--- src/fpts_pkg.sv ---
// ============================================================================
// fpts_pkg
// Shared types and codes for the fixed-priority task scheduler.
// ============================================================================
package fpts_pkg;

    localparam int unsigned PRIO_W    = 8;
    localparam int unsigned CNT_W     = 16;
    localparam int unsigned CFG_W     = 64;
    localparam int unsigned ADDR_W    = 5;
    localparam logic [PRIO_W-1:0] WORST_PRIO = 8'd255;

    // event codes on the input channel
    typedef enum logic [2:0] {
        OP_TICK    = 3'd0,
        OP_YIELD   = 3'd1,
        OP_SUSPEND = 3'd2,
        OP_KILL    = 3'd3,
        OP_TRYLOCK = 3'd4,
        OP_LOCK    = 3'd5,
        OP_UNLOCK  = 3'd6,
        OP_START   = 3'd7
    } op_t;

    typedef enum logic [2:0] {
        TS_READY   = 3'd0,
        TS_RUNNING = 3'd1,
        TS_WAITING = 3'd2,
        TS_DONE    = 3'd3,
        TS_DEAD    = 3'd4
    } task_state_t;

    // what the per-entry walk does to each task entry
    typedef enum logic [2:0] {
        WM_TICK    = 3'd0,
        WM_YIELD   = 3'd1,
        WM_SUSPEND = 3'd2,
        WM_KILL    = 3'd3,
        WM_BLOCK   = 3'd4,
        WM_START   = 3'd5
    } walk_mode_t;

    typedef enum logic [1:0] {
        FSM_IDLE   = 2'd0,
        FSM_WALK   = 2'd1,
        FSM_COMMIT = 2'd2,
        FSM_DONE   = 2'd3
    } fsm_t;

    typedef enum logic [1:0] {
        REG_ACTIVE_TASKS = 2'd0,
        REG_PRIORITIES   = 2'd1,
        REG_PERIODS      = 2'd2,
        REG_START_DELAYS = 2'd3
    } reg_addr_t;

    typedef struct packed {
        logic [2:0]       active_tasks;
        logic [31:0]      task_priorities;
        logic [CFG_W-1:0] task_periods;
        logic [CFG_W-1:0] task_start_delays;
    } cfg_t;

    typedef struct packed {
        walk_mode_t mode;
        logic       is_cur;
        logic       in_range;
    } step_ctl_t;

endpackage

--- src/fpts_cfg.sv ---
// ============================================================================
// fpts_cfg
// APB register file: task count, priorities, periods and start delays.
// ============================================================================
module fpts_cfg (
    input  logic                          aclk,
    input  logic                          aresetn,
    input  logic                          psel,
    input  logic                          penable,
    input  logic                          pwrite,
    input  logic [fpts_pkg::ADDR_W-1:0]   paddr,
    input  logic [fpts_pkg::CFG_W-1:0]    pwdata,
    output logic [fpts_pkg::CFG_W-1:0]    prdata,
    output logic                          pready,
    output fpts_pkg::cfg_t                cfg
);
    import fpts_pkg::*;

    cfg_t      cfg_reg;
    reg_addr_t sel;
    logic      wr;

    assign pready = 1'b1;
    assign sel    = reg_addr_t'(paddr[4:3]);
    assign wr     = psel & penable & pwrite;
    assign cfg    = cfg_reg;

    always_ff @(posedge aclk) begin
        if (!aresetn) begin
            cfg_reg.active_tasks      <= 3'd1;
            cfg_reg.task_priorities   <= '1;
            cfg_reg.task_periods      <= '0;
            cfg_reg.task_start_delays <= '0;
        end else if (wr) begin
            case (sel)
                REG_ACTIVE_TASKS: cfg_reg.active_tasks      <= pwdata[2:0];
                REG_PRIORITIES:   cfg_reg.task_priorities   <= pwdata[31:0];
                REG_PERIODS:      cfg_reg.task_periods      <= pwdata;
                REG_START_DELAYS: cfg_reg.task_start_delays <= pwdata;
                default: ;
            endcase
        end
    end

    always_comb begin
        case (sel)
            REG_ACTIVE_TASKS: prdata = CFG_W'(cfg_reg.active_tasks);
            REG_PRIORITIES:   prdata = CFG_W'(cfg_reg.task_priorities);
            REG_PERIODS:      prdata = cfg_reg.task_periods;
            REG_START_DELAYS: prdata = cfg_reg.task_start_delays;
            default:          prdata = '0;
        endcase
    end

endmodule

--- src/fpts_step.sv ---
// ============================================================================
// fpts_step
// Per-entry unit: updates one task entry and compares it against the best.
// ============================================================================
module fpts_step #(
    parameter int unsigned MW = 8
) (
    input  fpts_pkg::step_ctl_t            ctl,
    input  fpts_pkg::task_state_t          state_in,
    input  logic [fpts_pkg::CNT_W-1:0]     cd_in,
    input  logic [MW-1:0]                  wm_in,
    input  logic [fpts_pkg::PRIO_W-1:0]    prio,
    input  logic [fpts_pkg::CNT_W-1:0]     period,
    input  logic [fpts_pkg::CNT_W-1:0]     delay,
    input  logic [MW-1:0]                  lock,
    input  logic [MW-1:0]                  mbit,
    input  logic [fpts_pkg::PRIO_W-1:0]    best_pr,
    output fpts_pkg::task_state_t          state_out,
    output logic [fpts_pkg::CNT_W-1:0]     cd_out,
    output logic [MW-1:0]                  wm_out,
    output logic                           cand
);
    import fpts_pkg::*;

    always_comb begin
        state_out = state_in;
        cd_out    = cd_in;
        wm_out    = wm_in;
        case (ctl.mode)
            WM_TICK: begin
                if (ctl.in_range && state_in != TS_DEAD) begin
                    if (cd_in == '0) begin
                        state_out = TS_READY;
                        cd_out    = period;
                    end
                    if (cd_out != '0) begin
                        cd_out = cd_out - CNT_W'(1);
                    end
                end
            end
            WM_YIELD:   if (ctl.is_cur) state_out = TS_WAITING;
            WM_SUSPEND: if (ctl.is_cur) state_out = TS_DONE;
            WM_KILL:    if (ctl.is_cur) state_out = TS_DEAD;
            WM_BLOCK: begin
                if (ctl.is_cur) begin
                    wm_out    = wm_in | mbit;
                    state_out = TS_WAITING;
                end
            end
            WM_START: begin
                cd_out    = delay;
                state_out = TS_DONE;
                wm_out    = '0;
            end
            default: ;
        endcase
        // running task steps aside before selection
        if (ctl.mode != WM_START && ctl.is_cur && state_out == TS_RUNNING) begin
            state_out = TS_WAITING;
        end
        cand = (ctl.mode != WM_START) && ctl.in_range &&
               (state_out == TS_READY || state_out == TS_WAITING) &&
               ((wm_out & lock) == '0) && (prio <= best_pr);
    end

endmodule

--- src/fixed_priority_task_scheduler_unit.sv ---
// ============================================================================
// fixed_priority_task_scheduler_unit
// Fixed-priority preemptive task scheduler with mutex bits.
// ============================================================================
// Tick, yield, suspend, kill and a blocking lock walk the task table, commit
// the chosen task and then load the result; start walks the table and loads
// the result with no commit; trylock, unlock and a granted or rejected lock
// load the result without a walk. One item at a time: a new item is accepted
// once the previous result is loaded, so the walk of the shared per-entry unit
// over the task table holds off the next item. Synchronous active-low reset:
// all tasks done, locks free, task 0 current, registers at their reset values.
module fixed_priority_task_scheduler_unit #(
    parameter int unsigned TASKS   = 4,
    parameter int unsigned MUTEXES = 8
) (
    input  logic                          aclk,
    input  logic                          aresetn,
    // configuration port
    input  logic                          psel,
    input  logic                          penable,
    input  logic                          pwrite,
    input  logic [fpts_pkg::ADDR_W-1:0]   paddr,
    input  logic [fpts_pkg::CFG_W-1:0]    pwdata,
    output logic [fpts_pkg::CFG_W-1:0]    prdata,
    output logic                          pready,
    // event channel
    input  logic                          s_valid,
    output logic                          s_ready,
    input  logic [2:0]                    s_op,
    input  logic [7:0]                    s_mutex_index,
    // result channel
    output logic                          m_valid,
    input  logic                          m_ready,
    output logic [1:0]                    m_running_task,
    output logic                          m_granted,
    output logic [7:0]                    m_mutexes_held
);
    import fpts_pkg::*;

    localparam int unsigned IW  = (TASKS > 1) ? $clog2(TASKS) : 1;
    localparam int unsigned MW  = MUTEXES;
    localparam int unsigned MIW = (MUTEXES > 1) ? $clog2(MUTEXES) : 1;
    localparam logic [4:0] TASK_CNT  = 5'(TASKS);
    localparam logic [4:0] TASK_LAST = 5'(TASKS - 1);
    localparam logic [7:0] MUTEX_CNT = 8'(MUTEXES);

    // ------------------------------------------------------------------
    // Configuration registers
    // ------------------------------------------------------------------
    cfg_t cfg;

    fpts_cfg u_cfg (
        .aclk    (aclk),
        .aresetn (aresetn),
        .psel    (psel),
        .penable (penable),
        .pwrite  (pwrite),
        .paddr   (paddr),
        .pwdata  (pwdata),
        .prdata  (prdata),
        .pready  (pready),
        .cfg     (cfg)
    );

    // ------------------------------------------------------------------
    // State: task table (one access per cycle), locks, sequencer
    // ------------------------------------------------------------------
    task_state_t       ts_reg [TASKS];
    logic [CNT_W-1:0]  cd_reg [TASKS];
    logic [MW-1:0]     wm_reg [TASKS];

    fsm_t              fsm_reg, fsm_next;
    walk_mode_t        mode_reg, mode_next;
    logic [IW-1:0]     walk_idx_reg, walk_idx_next;
    logic [IW-1:0]     best_reg, best_next;
    logic [PRIO_W-1:0] best_pr_reg, best_pr_next;
    logic [MW-1:0]     bit_reg, bit_next;
    logic              granted_reg, granted_next;
    logic [MW-1:0]     lock_reg, lock_next;
    logic [IW-1:0]     cur_reg, cur_next;

    logic              m_valid_reg, m_valid_next;
    logic [1:0]        m_running_task_reg, m_running_task_next;
    logic              m_granted_reg, m_granted_next;
    logic [7:0]        m_mutexes_held_reg, m_mutexes_held_next;

    // ------------------------------------------------------------------
    // Event decode at acceptance
    // ------------------------------------------------------------------
    op_t           op;
    logic          acc;
    logic          idx_valid;
    logic [MW-1:0] in_bit;
    logic          held;
    logic          dec_walk;
    walk_mode_t    dec_mode;
    logic          dec_grant;
    logic          dec_wm_clear;
    logic [MW-1:0] dec_lock;

    assign s_ready   = (fsm_reg == FSM_IDLE);
    assign acc       = s_valid & s_ready;
    assign op        = op_t'(s_op);
    assign idx_valid = s_mutex_index < MUTEX_CNT;
    assign in_bit    = idx_valid ? (MW'(1) << s_mutex_index[MIW-1:0]) : '0;
    assign held      = |(lock_reg & in_bit);

    always_comb begin
        dec_walk     = 1'b0;
        dec_mode     = WM_TICK;
        dec_grant    = 1'b0;
        dec_wm_clear = 1'b0;
        dec_lock     = lock_reg;
        case (op)
            OP_TICK:    begin dec_walk = 1'b1; dec_mode = WM_TICK;    end
            OP_YIELD:   begin dec_walk = 1'b1; dec_mode = WM_YIELD;   end
            OP_SUSPEND: begin dec_walk = 1'b1; dec_mode = WM_SUSPEND; end
            OP_KILL:    begin dec_walk = 1'b1; dec_mode = WM_KILL;    end
            OP_TRYLOCK: begin
                if (idx_valid && !held) begin
                    dec_lock  = lock_reg | in_bit;
                    dec_grant = 1'b1;
                end
            end
            OP_LOCK: begin
                if (idx_valid) begin
                    if (held) begin
                        // blocked: walk parks the current task and reschedules
                        dec_walk = 1'b1;
                        dec_mode = WM_BLOCK;
                    end else begin
                        dec_lock     = lock_reg | in_bit;
                        dec_grant    = 1'b1;
                        dec_wm_clear = 1'b1;
                    end
                end
            end
            OP_UNLOCK: begin
                if (idx_valid) dec_lock = lock_reg & ~in_bit;
            end
            OP_START: begin
                dec_walk = 1'b1;
                dec_mode = WM_START;
                dec_lock = '0;
            end
            default: ;
        endcase
    end

    // ------------------------------------------------------------------
    // Table port: address follows the sequencer phase
    // ------------------------------------------------------------------
    logic [IW-1:0]     tbl_addr;
    task_state_t       rd_state;
    logic [CNT_W-1:0]  rd_cd;
    logic [MW-1:0]     rd_wm;

    always_comb begin
        case (fsm_reg)
            FSM_WALK:   tbl_addr = walk_idx_reg;
            FSM_COMMIT: tbl_addr = best_reg;
            default:    tbl_addr = cur_reg;
        endcase
    end

    assign rd_state = ts_reg[tbl_addr];
    assign rd_cd    = cd_reg[tbl_addr];
    assign rd_wm    = wm_reg[tbl_addr];

    // per-task configuration fields for the walked entry; entries past the
    // packed registers see worst priority and zero counts
    logic [4:0]        idx_ext;
    logic [4:0]        task_lim;
    logic              packed_ok;
    logic [PRIO_W-1:0] w_prio;
    logic [CNT_W-1:0]  w_period;
    logic [CNT_W-1:0]  w_delay;

    assign idx_ext   = 5'(walk_idx_reg);
    assign task_lim  = (5'(cfg.active_tasks) > TASK_CNT) ? TASK_CNT
                                                          : 5'(cfg.active_tasks);
    assign packed_ok = idx_ext < 5'd4;
    assign w_prio    = packed_ok ? cfg.task_priorities[idx_ext[1:0]*PRIO_W +: PRIO_W]
                                 : WORST_PRIO;
    assign w_period  = packed_ok ? cfg.task_periods[idx_ext[1:0]*CNT_W +: CNT_W] : '0;
    assign w_delay   = packed_ok ? cfg.task_start_delays[idx_ext[1:0]*CNT_W +: CNT_W]
                                 : '0;

    // ------------------------------------------------------------------
    // Shared per-entry unit
    // ------------------------------------------------------------------
    step_ctl_t         step_ctl;
    task_state_t       st_state;
    logic [CNT_W-1:0]  st_cd;
    logic [MW-1:0]     st_wm;
    logic              st_cand;

    assign step_ctl.mode     = mode_reg;
    assign step_ctl.is_cur   = (walk_idx_reg == cur_reg);
    assign step_ctl.in_range = idx_ext < task_lim;

    fpts_step #(.MW(MW)) u_step (
        .ctl       (step_ctl),
        .state_in  (rd_state),
        .cd_in     (rd_cd),
        .wm_in     (rd_wm),
        .prio      (w_prio),
        .period    (w_period),
        .delay     (w_delay),
        .lock      (lock_reg),
        .mbit      (bit_reg),
        .best_pr   (best_pr_reg),
        .state_out (st_state),
        .cd_out    (st_cd),
        .wm_out    (st_wm),
        .cand      (st_cand)
    );

    logic walk_last;
    logic out_free;

    assign walk_last = (idx_ext == TASK_LAST);
    assign out_free  = !m_valid_reg || m_ready;

    // ------------------------------------------------------------------
    // Next-state logic
    // ------------------------------------------------------------------
    always_comb begin
        fsm_next = fsm_reg;
        case (fsm_reg)
            FSM_IDLE: begin
                if (acc) fsm_next = dec_walk ? FSM_WALK : FSM_DONE;
            end
            FSM_WALK: begin
                if (walk_last) fsm_next = (mode_reg == WM_START) ? FSM_DONE : FSM_COMMIT;
            end
            FSM_COMMIT: fsm_next = FSM_DONE;
            FSM_DONE: begin
                if (out_free) fsm_next = FSM_IDLE;
            end
            default: fsm_next = FSM_IDLE;
        endcase
    end

    // ------------------------------------------------------------------
    // Datapath / output logic
    // ------------------------------------------------------------------
    logic              tbl_we_state, tbl_we_cd, tbl_we_wm;
    task_state_t       wr_state;
    logic [CNT_W-1:0]  wr_cd;
    logic [MW-1:0]     wr_wm;

    always_comb begin
        mode_next           = mode_reg;
        walk_idx_next       = walk_idx_reg;
        best_next           = best_reg;
        best_pr_next        = best_pr_reg;
        bit_next            = bit_reg;
        granted_next        = granted_reg;
        lock_next           = lock_reg;
        cur_next            = cur_reg;
        m_valid_next        = m_valid_reg && !m_ready;
        m_running_task_next = m_running_task_reg;
        m_granted_next      = m_granted_reg;
        m_mutexes_held_next = m_mutexes_held_reg;
        tbl_we_state        = 1'b0;
        tbl_we_cd           = 1'b0;
        tbl_we_wm           = 1'b0;
        wr_state            = st_state;
        wr_cd               = st_cd;
        wr_wm               = st_wm;
        case (fsm_reg)
            FSM_IDLE: begin
                if (acc) begin
                    mode_next     = dec_mode;
                    walk_idx_next = '0;
                    best_next     = '0;
                    best_pr_next  = WORST_PRIO;
                    bit_next      = in_bit;
                    granted_next  = dec_grant;
                    lock_next     = dec_lock;
                    if (op == OP_START) cur_next = '0;
                    if (dec_wm_clear) begin
                        tbl_we_wm = 1'b1;
                        wr_wm     = rd_wm & ~in_bit;
                    end
                end
            end
            FSM_WALK: begin
                tbl_we_state  = 1'b1;
                tbl_we_cd     = 1'b1;
                tbl_we_wm     = 1'b1;
                walk_idx_next = walk_idx_reg + IW'(1);
                if (st_cand) begin
                    best_next    = walk_idx_reg;
                    best_pr_next = w_prio;
                end
            end
            FSM_COMMIT: begin
                tbl_we_state = 1'b1;
                wr_state     = TS_RUNNING;
                cur_next     = best_reg;
            end
            FSM_DONE: begin
                if (out_free) begin
                    m_valid_next        = 1'b1;
                    m_running_task_next = 2'(cur_reg);
                    m_granted_next      = granted_reg;
                    m_mutexes_held_next = 8'(64'(lock_reg));
                end
            end
            default: ;
        endcase
    end

    // ------------------------------------------------------------------
    // Registers
    // ------------------------------------------------------------------
    always_ff @(posedge aclk) begin
        if (!aresetn) begin
            fsm_reg     <= FSM_IDLE;
            m_valid_reg <= 1'b0;
            lock_reg    <= '0;
            cur_reg     <= '0;
            for (int i = 0; i < TASKS; i++) begin
                ts_reg[i] <= TS_DONE;
                cd_reg[i] <= '0;
                wm_reg[i] <= '0;
            end
        end else begin
            fsm_reg     <= fsm_next;
            m_valid_reg <= m_valid_next;
            lock_reg    <= lock_next;
            cur_reg     <= cur_next;
            if (tbl_we_state) ts_reg[tbl_addr] <= wr_state;
            if (tbl_we_cd)    cd_reg[tbl_addr] <= wr_cd;
            if (tbl_we_wm)    wm_reg[tbl_addr] <= wr_wm;
        end
    end

    always_ff @(posedge aclk) begin
        mode_reg           <= mode_next;
        walk_idx_reg       <= walk_idx_next;
        best_reg           <= best_next;
        best_pr_reg        <= best_pr_next;
        bit_reg            <= bit_next;
        granted_reg        <= granted_next;
        m_running_task_reg <= m_running_task_next;
        m_granted_reg      <= m_granted_next;
        m_mutexes_held_reg <= m_mutexes_held_next;
    end

    assign m_valid        = m_valid_reg;
    assign m_running_task = m_running_task_reg;
    assign m_granted      = m_granted_reg;
    assign m_mutexes_held = m_mutexes_held_reg;

endmodule

--- config.mk ---
export PLATFORM = sky130hd
export DESIGN_NAME = fixed_priority_task_scheduler_unit
export DESIGN_NICKNAME = d
export VERILOG_FILES = /design/src/fpts_pkg.sv /design/src/fpts_cfg.sv /design/src/fpts_step.sv /design/src/fixed_priority_task_scheduler_unit.sv
export SDC_FILE = /design/constraint.sdc
export NUM_CORES = 1
export LEC_CHECK = 0
export BUFFER_PORTS_ARGS = -buffer_cell sky130_fd_sc_hd__buf_2
export CORE_UTILIZATION = 50
export CTS_BUF_LIST = sky130_fd_sc_hd__clkbuf_8
export CTS_CLUSTER_DIAMETER = 120
export DETAILED_ROUTE_END_ITERATION = 8
export PLACE_DENSITY = 0.82
export SLEW_MARGIN = 20
export SYNTH_ARGS = -nofsm -noshare
export SYNTH_HDL_FRONTEND = slang
export SYNTH_SLANG_ARGS = --single-unit
export TNS_END_PERCENT = 20
--- constraint.sdc ---
create_clock -name aclk -period 4.7 [get_ports aclk]
set_clock_uncertainty 0.2 [all_clocks]
set_input_delay 1.175 -clock aclk [delete_from_list [all_inputs] [get_ports aclk]]
set_output_delay 1.175 -clock aclk [all_outputs]
set_load 0.1 [all_outputs]
==> impl_metrics.yaml, run 1 <==
setup_path:
  cp.required_ns: 4.82
  critPathCaptureType: "register"
  worstSetupPathType: "reg -> reg"
  rr_worst_depth: 17
  r2r-start: "fsm_reg[0]$_SDFFE_PN0P_"
  regToRegSetupSlack_ns: 0.08
  crit_arrival_ns: 4.74
  cp_max_fo: 9
  cp-start-kind: "register"
  rr_endpoint: "cd_reg[1][1]$_SDFFCE_PN0P_"
synthesis:
  synth-edff-count: 143
  ys_seq_area_share_pct: 45.0
  ys_ff_latch: 319
  synth_cell_types: 87
  synth_nets: 1935
  syn_inst: 1832
  synth-main-ff-cell: "dfxtp_1"
  syn_area_sq_mm: 0.0174
  syn_area_per_cell_sq_um: 9.49
  async_reset_ff_share_pct: 0
  yosys_warnings: 0
floorplan:
  ioPinCount: 165
  die_area_sq_mm: 0.0355
  core_sq_mm: 0.0339
  fp-row-count: 67
  die_x_um: 188
  die_h_um: 188
  start_util_pct: 51.3
layout:
  design_area_sq_mm: 0.0203
  drive_above_1_share_pct: 21.9
  final_cells: 2469
  antenna_cells: 0
  fin_nets: 2081
  syn2layout_area_growth_pct: 16.9
  largest_register_ffs: 163
  finalCoreUtilization_pct: 60.0
route:
  drtAntennaViolNets: 0
  drt_iter0_drc: 1785
  firstDrtPassIters: 6
  drc: 0
  vias: 15500
  wl_per_cell_um: 22.5
  via_per_inst: 6.27
  wirelength_mm: 55.5
clock_tree:
  cts.path.max_buffers: 3
  cts_sinks: 319
  root_buffer: "clkbuf_8"
  clk_pin_slew_worst_paths_ns: 0.06
  insertion_delay_ns: 0.62
  cts_max_level: 2
  numCtsBuffers: 52
  holdBufCountCts: 0
  cts_tree: "yes"
min_path:
  hold_class: "reg -> reg"
  holdPathEnd: "m_granted$_DFFE_PP_"
  hold_start: "granted_reg$_DFFE_PP_"
  whs_path_depth: 0
placement:
  placed_cell_area_sq_mm: 0.0192
  dp_hpwl_mm: 40.4
  portBuffers: 160
  dp.cells: 2371
  routabilityCongestion: 0.942
global_routing:
  grt_pass1_wl_mm: 84.8
  grt_overflow_total: 0
  grt_antenna_before_repair: 0
  first_global_vias: 14700
  grt_max_degree: 101
  grtUsageTotal_pct: 30.9
timing:
  period_needed_ns: 4.62
  slew_headroom_pct: 32.8
  timing.final.hold_violations: 0
  hold_ws_ns: 0.230
  clock.fmax_ghz: 0.216
  tightest_slew_ns: 1.01
  drv_slew: 0
  finalSetupViolCount: 0
  post-route-period-util_pct: 98.3
  rsz0062_at_grt: "no"
status:
  status: "finished, final reports clean"
power_and_ir_drop:
  powerDensity_mw_per_mm2: 532
  leakagePower_nw: 7.85
  ir_worst_vdd_uv: 340
flow_run:
  cap_violations: 0
how the worst max path moves through the flow:
stage,startpoint,endpoint,cells past startpoint,slack (ns)
after global routing,fsm_reg[0]$_SDFFE_PN0P_,cd_reg[1][4]$_SDFFCE_PN0P_,17,0.007
after global placement,fsm_reg[0]$_SDFFE_PN0P_,cd_reg[1][4]$_SDFFCE_PN0P_,17,0.25
after floorplan,paddr[3],prdata[41],5,-0.35
final,fsm_reg[0]$_SDFFE_PN0P_,cd_reg[1][1]$_SDFFCE_PN0P_,17,0.08
after CTS,fsm_reg[0]$_SDFFE_PN0P_,cd_reg[1][4]$_SDFFCE_PN0P_,16,0.04
after detailed placement,fsm_reg[0]$_SDFFE_PN0P_,cd_reg[1][4]$_SDFFCE_PN0P_,16,0.1
report_power, final:
group | internal [mW] | switching [mW] | total (mW)
registers | 3.22 | 0.178 | 3.39
logic | 1.85 | 3.16 | 5.01
clock network | 1.27 | 1.14 | 2.41
what timing repair did:
action,CTS,global route
resized for setup,0,15
buffers inserted,0,1
hold endpoints to repair,0,0
setup endpoints to repair,0,56
routing by layer:
| layer | vias up | wire [um] | track usage [%] |
|---|---|---|---|
| li1 | 6873 | - | - |
| met1 | 7433 | 20500 | 39.4 |
| met2 | 991 | 26400 | 50.1 |
| met3 | 172 | 5870 | 6.22 |
| met4 | 0 | 2740 | 15.1 |
| met5 | - | 0 | 0 |
cell families after synthesis:
| group | synth area share, % |
|---|---|
| flip-flops | 45.0 |
| AO/OA/AOI/OAI | 15.2 |
| XOR/XNOR | 0.302 |
| adder cells (fa/ha/maj) | 1.15 |
| AND/OR/NAND/NOR | 19.9 |
| multiplexers | 14.2 |
| buffers and inverters | 4.20 |
| other | 0.0216 |
cell type report:
cell class | count | area [sq um]
clock inverter | 38 | 224
tap | 448 | 561
clock buffer | 59 | 812
sequential | 319 | 7820
fill | 2761 | 13600
multi-input combinational | 1336 | 8970
inverter | 47 | 176
timing repair buffer | 222 | 1750
critical path, stage by stage, from the launching register on:
cell      delay (ns)
dfxtp_1         0.37
inv_1           0.12
ha_1            0.25
buf_4           0.18
a22o_2          0.32
buf_4           0.18
o21ai_2         0.38
nor3_2          0.12
o211a_1         0.30
a21oi_1         0.28
ha_1            0.22
inv_1           0.06
a211oi_2        0.15
buf_4           0.19
o2111a_1        0.35
nand2_1         0.10
a31oi_1         0.45
nor2_1          0.11
per-stage QoR:
step | setup slack (ns) | setup TNS [ns] | power (mW)
finish | 0.0777 | 0 | 10.8
floorplan | -0.348 | -9.72 | 6.81
detailed placement | 0.0962 | 0 | 8.21
CTS | 0.0432 | 0 | 10.6
global route | 0.00712 | 0 | 11.3
global placement | 0.248 | 0 | 8.10
cells in the mapped netlist (37+ instances only):
master / n / share of area (%)
nand3_1: 51 / 1.5
inv_1: 47 / 1.0
nor2b_1: 40 / 1.4
a21boi_0: 76 / 3.3
mux4_2: 62 / 8.0
dfxtp_1: 176 / 20
clkbuf_1: 101 / 2.2
o21ai_0: 37 / 1.1
nor3_1: 41 / 1.2
edfxtp_1: 143 / 25
nor2_1: 154 / 3.3
a21oi_1: 95 / 2.7
mux2i_1: 52 / 3.0
nand2_1: 404 / 8.7
layout by cell type, fill, tap and decap left out, drive strengths merged, types with 59 or more instances in the layout:
cell	netlist	routed
nand2	404	404
buf	29	222
dfxtp	176	176
nor2	154	154
edfxtp	143	143
a21oi	97	97
a21boi	76	76
inv	47	71
mux4	68	68
clkbuf	101	59
Note: power is estimated with default switching activity, not from simulation.
==> run 2, diff against run 1 <==
Settings changed: CORE_MARGIN set to 1.5, PLACE_DENSITY 0.82 to 0.79.
Clock period 4.7 ns to 5.1 ns, I/O delays scaled along.
==> impl_metrics.yaml, run 2 (same netlist as run 1, synthesis figures left out) <==
setup_path:
  critPathCaptureType: "register"
  worstSetupPathType: "reg -> reg"
  crit_arrival_ns: 4.94
  regToRegSetupSlack_ns: 0.28
  cp.required_ns: 5.22
  cp_max_fo: 20
  cp-start-kind: "register"
placement:
  placed_cell_area_sq_mm: 0.0189
  routabilityCongestion: 1.04
  dp_slack_ns: 0.313
  dp_hpwl_mm: 40.5
  portBuffers: 160
clock_tree:
  holdBufCountCts: 0
  insertion_delay_ns: 0.65
  cts.path.max_buffers: 3
  clk_pin_slew_worst_paths_ns: 0.07
  numCtsBuffers: 53
  post_cts_buffers: 0
  cts_max_level: 2
  cts_sinks: 319
  root_buffer: "clkbuf_8"
  cts_tree: "yes"
  cts-resized-gates: 0
timing:
  period_needed_ns: 4.82
  slew_headroom_pct: 20.5
  final.setup.tns_ns: 0
  tightest_slew_ns: 1.19
  drv_slew: 0
  clock.fmax_ghz: 0.207
  rsz0062_at_grt: "no"
  post-route-period-util_pct: 94.5
  setup_ws_ns: 0.280
  hold_ws_ns: 0.227
  timing.final.hold_violations: 0
  finalSetupViolCount: 0
power_and_ir_drop:
  p_comb_share_pct: 44.9
  ir_worst_vdd_uv: 236
  powerDensity_mw_per_mm2: 487
  leakagePower_nw: 7.71
  switching_share_pct: 41.8
  pwr-share-clk_pct: 23.0
  p_sw_mw: 4.07
  pwr-share-seq_pct: 32.1
  finalPower_mw: 9.73
  internal-power_mw: 5.66
layout:
  largest_register_ffs: 163
  nFillCells: 2956
  antenna_cells: 0
  design_area_sq_mm: 0.0200
  fin_nets: 2069
  most-common-layout-cells: "nand2_1 (403), dfxtp_1 (176), nor2_1 (152)"
  drive_above_1_share_pct: 21.0
  syn2layout_area_growth_pct: 14.9
  layout_commonest_cell: "nand2_1"
route:
  firstDrtPassIters: 5
  wirelength_mm: 56.1
  drc: 0
  drtAntennaViolNets: 0
  wl_per_cell_um: 22.8
  via_per_inst: 6.29
  drt_iter0_drc: 1634
  vias: 15500
min_path:
  hold_class: "reg -> reg"
global_routing:
  grtUsageTotal_pct: 30.9
  grt_antenna_before_repair: 0
  grt_overflow_total: 0
  grt_pass1_wl_mm: 85.5
  grt_max_degree: 110
  first_global_vias: 14800
floorplan:
  ioPinCount: 165
  core_sq_mm: 0.0344
  start_util_pct: 50.6
  die_area_sq_mm: 0.0359
  die_h_um: 189
  die_x_um: 189
  fp-row-count: 68
flow_run:
  cap_violations: 0
status:
  status: "finished, final reports clean"
[run 2: layer usage]
metal	vias up	global-route usage [%]	part of all wire, %
met1	7492	40.8	39
li1	6859	-	-
met5	-	0	0
met2	953	50.4	47
met3	177	4.89	9.7
met4	0	13.5	4.5
[run 2: power by group through the flow]
stage          Combinational, mW  Clock [mW]  Sequential, mW
2_1_floorplan               3.10           0            3.17
3_3_place_gp                4.23           0            3.15
3_5_place_dp                4.29           0            3.17
4_1_cts                     4.31        2.23            3.12
5_1_grt                     4.67        2.36            3.14
6_report                    4.37        2.24            3.12
[run 2: worst max-delay path: stages, from the launching register on]
cell and delay, ns:
dfxtp_1 0.38, inv_1 0.10, ha_1 0.34, a22oi_2 0.35, a21o_2 0.54, mux2i_1 0.31, nor3_2 0.07, o211a_1 0.28
a21oi_1 0.31, ha_1 0.22, inv_1 0.07, a211oi_2 0.14, buf_4 0.18, o2111ai_4 0.25, a41o_1 0.30, a31oi_1 0.36
nor2_1 0.11
[run 2: cell type report]
| class | count | area, sq um | share of cell area, % |
|---|---|---|---|
| clock buffer | 63 | 867 | 4.34 |
| multi-input combinational | 1336 | 8890 | 44.5 |
| sequential | 319 | 7820 | 39.2 |
| clock inverter | 33 | 171 | 0.858 |
| timing repair buffer | 209 | 1470 | 7.38 |
| tap | 455 | 569 | 2.85 |
| inverter | 47 | 176 | 0.884 |
[run 2: worst paths after layout]
| check | from | to | depth (start not counted) |
|---|---|---|---|
| worst min register to register | granted_reg$_DFFE_PP_ | m_granted$_DFFE_PP_ | 0 |
| worst max-delay path | fsm_reg[0]$_SDFFE_PN0P_ | cd_reg[1][8]$_SDFFCE_PN0P_ | 16 |
| worst max register to register | fsm_reg[0]$_SDFFE_PN0P_ | cd_reg[1][8]$_SDFFCE_PN0P_ | 16 |
| worst min-delay path | granted_reg$_DFFE_PP_ | m_granted$_DFFE_PP_ | 0 |
[run 2: per-stage QoR]
step | cells | util (%)
detailed placement | 2366 | 55.1
floorplan | 1832 | -
CTS | 2462 | 58.1
global route | 2462 | 58.1
global placement | 2366 | 55.1
finish | 2462 | 58.1
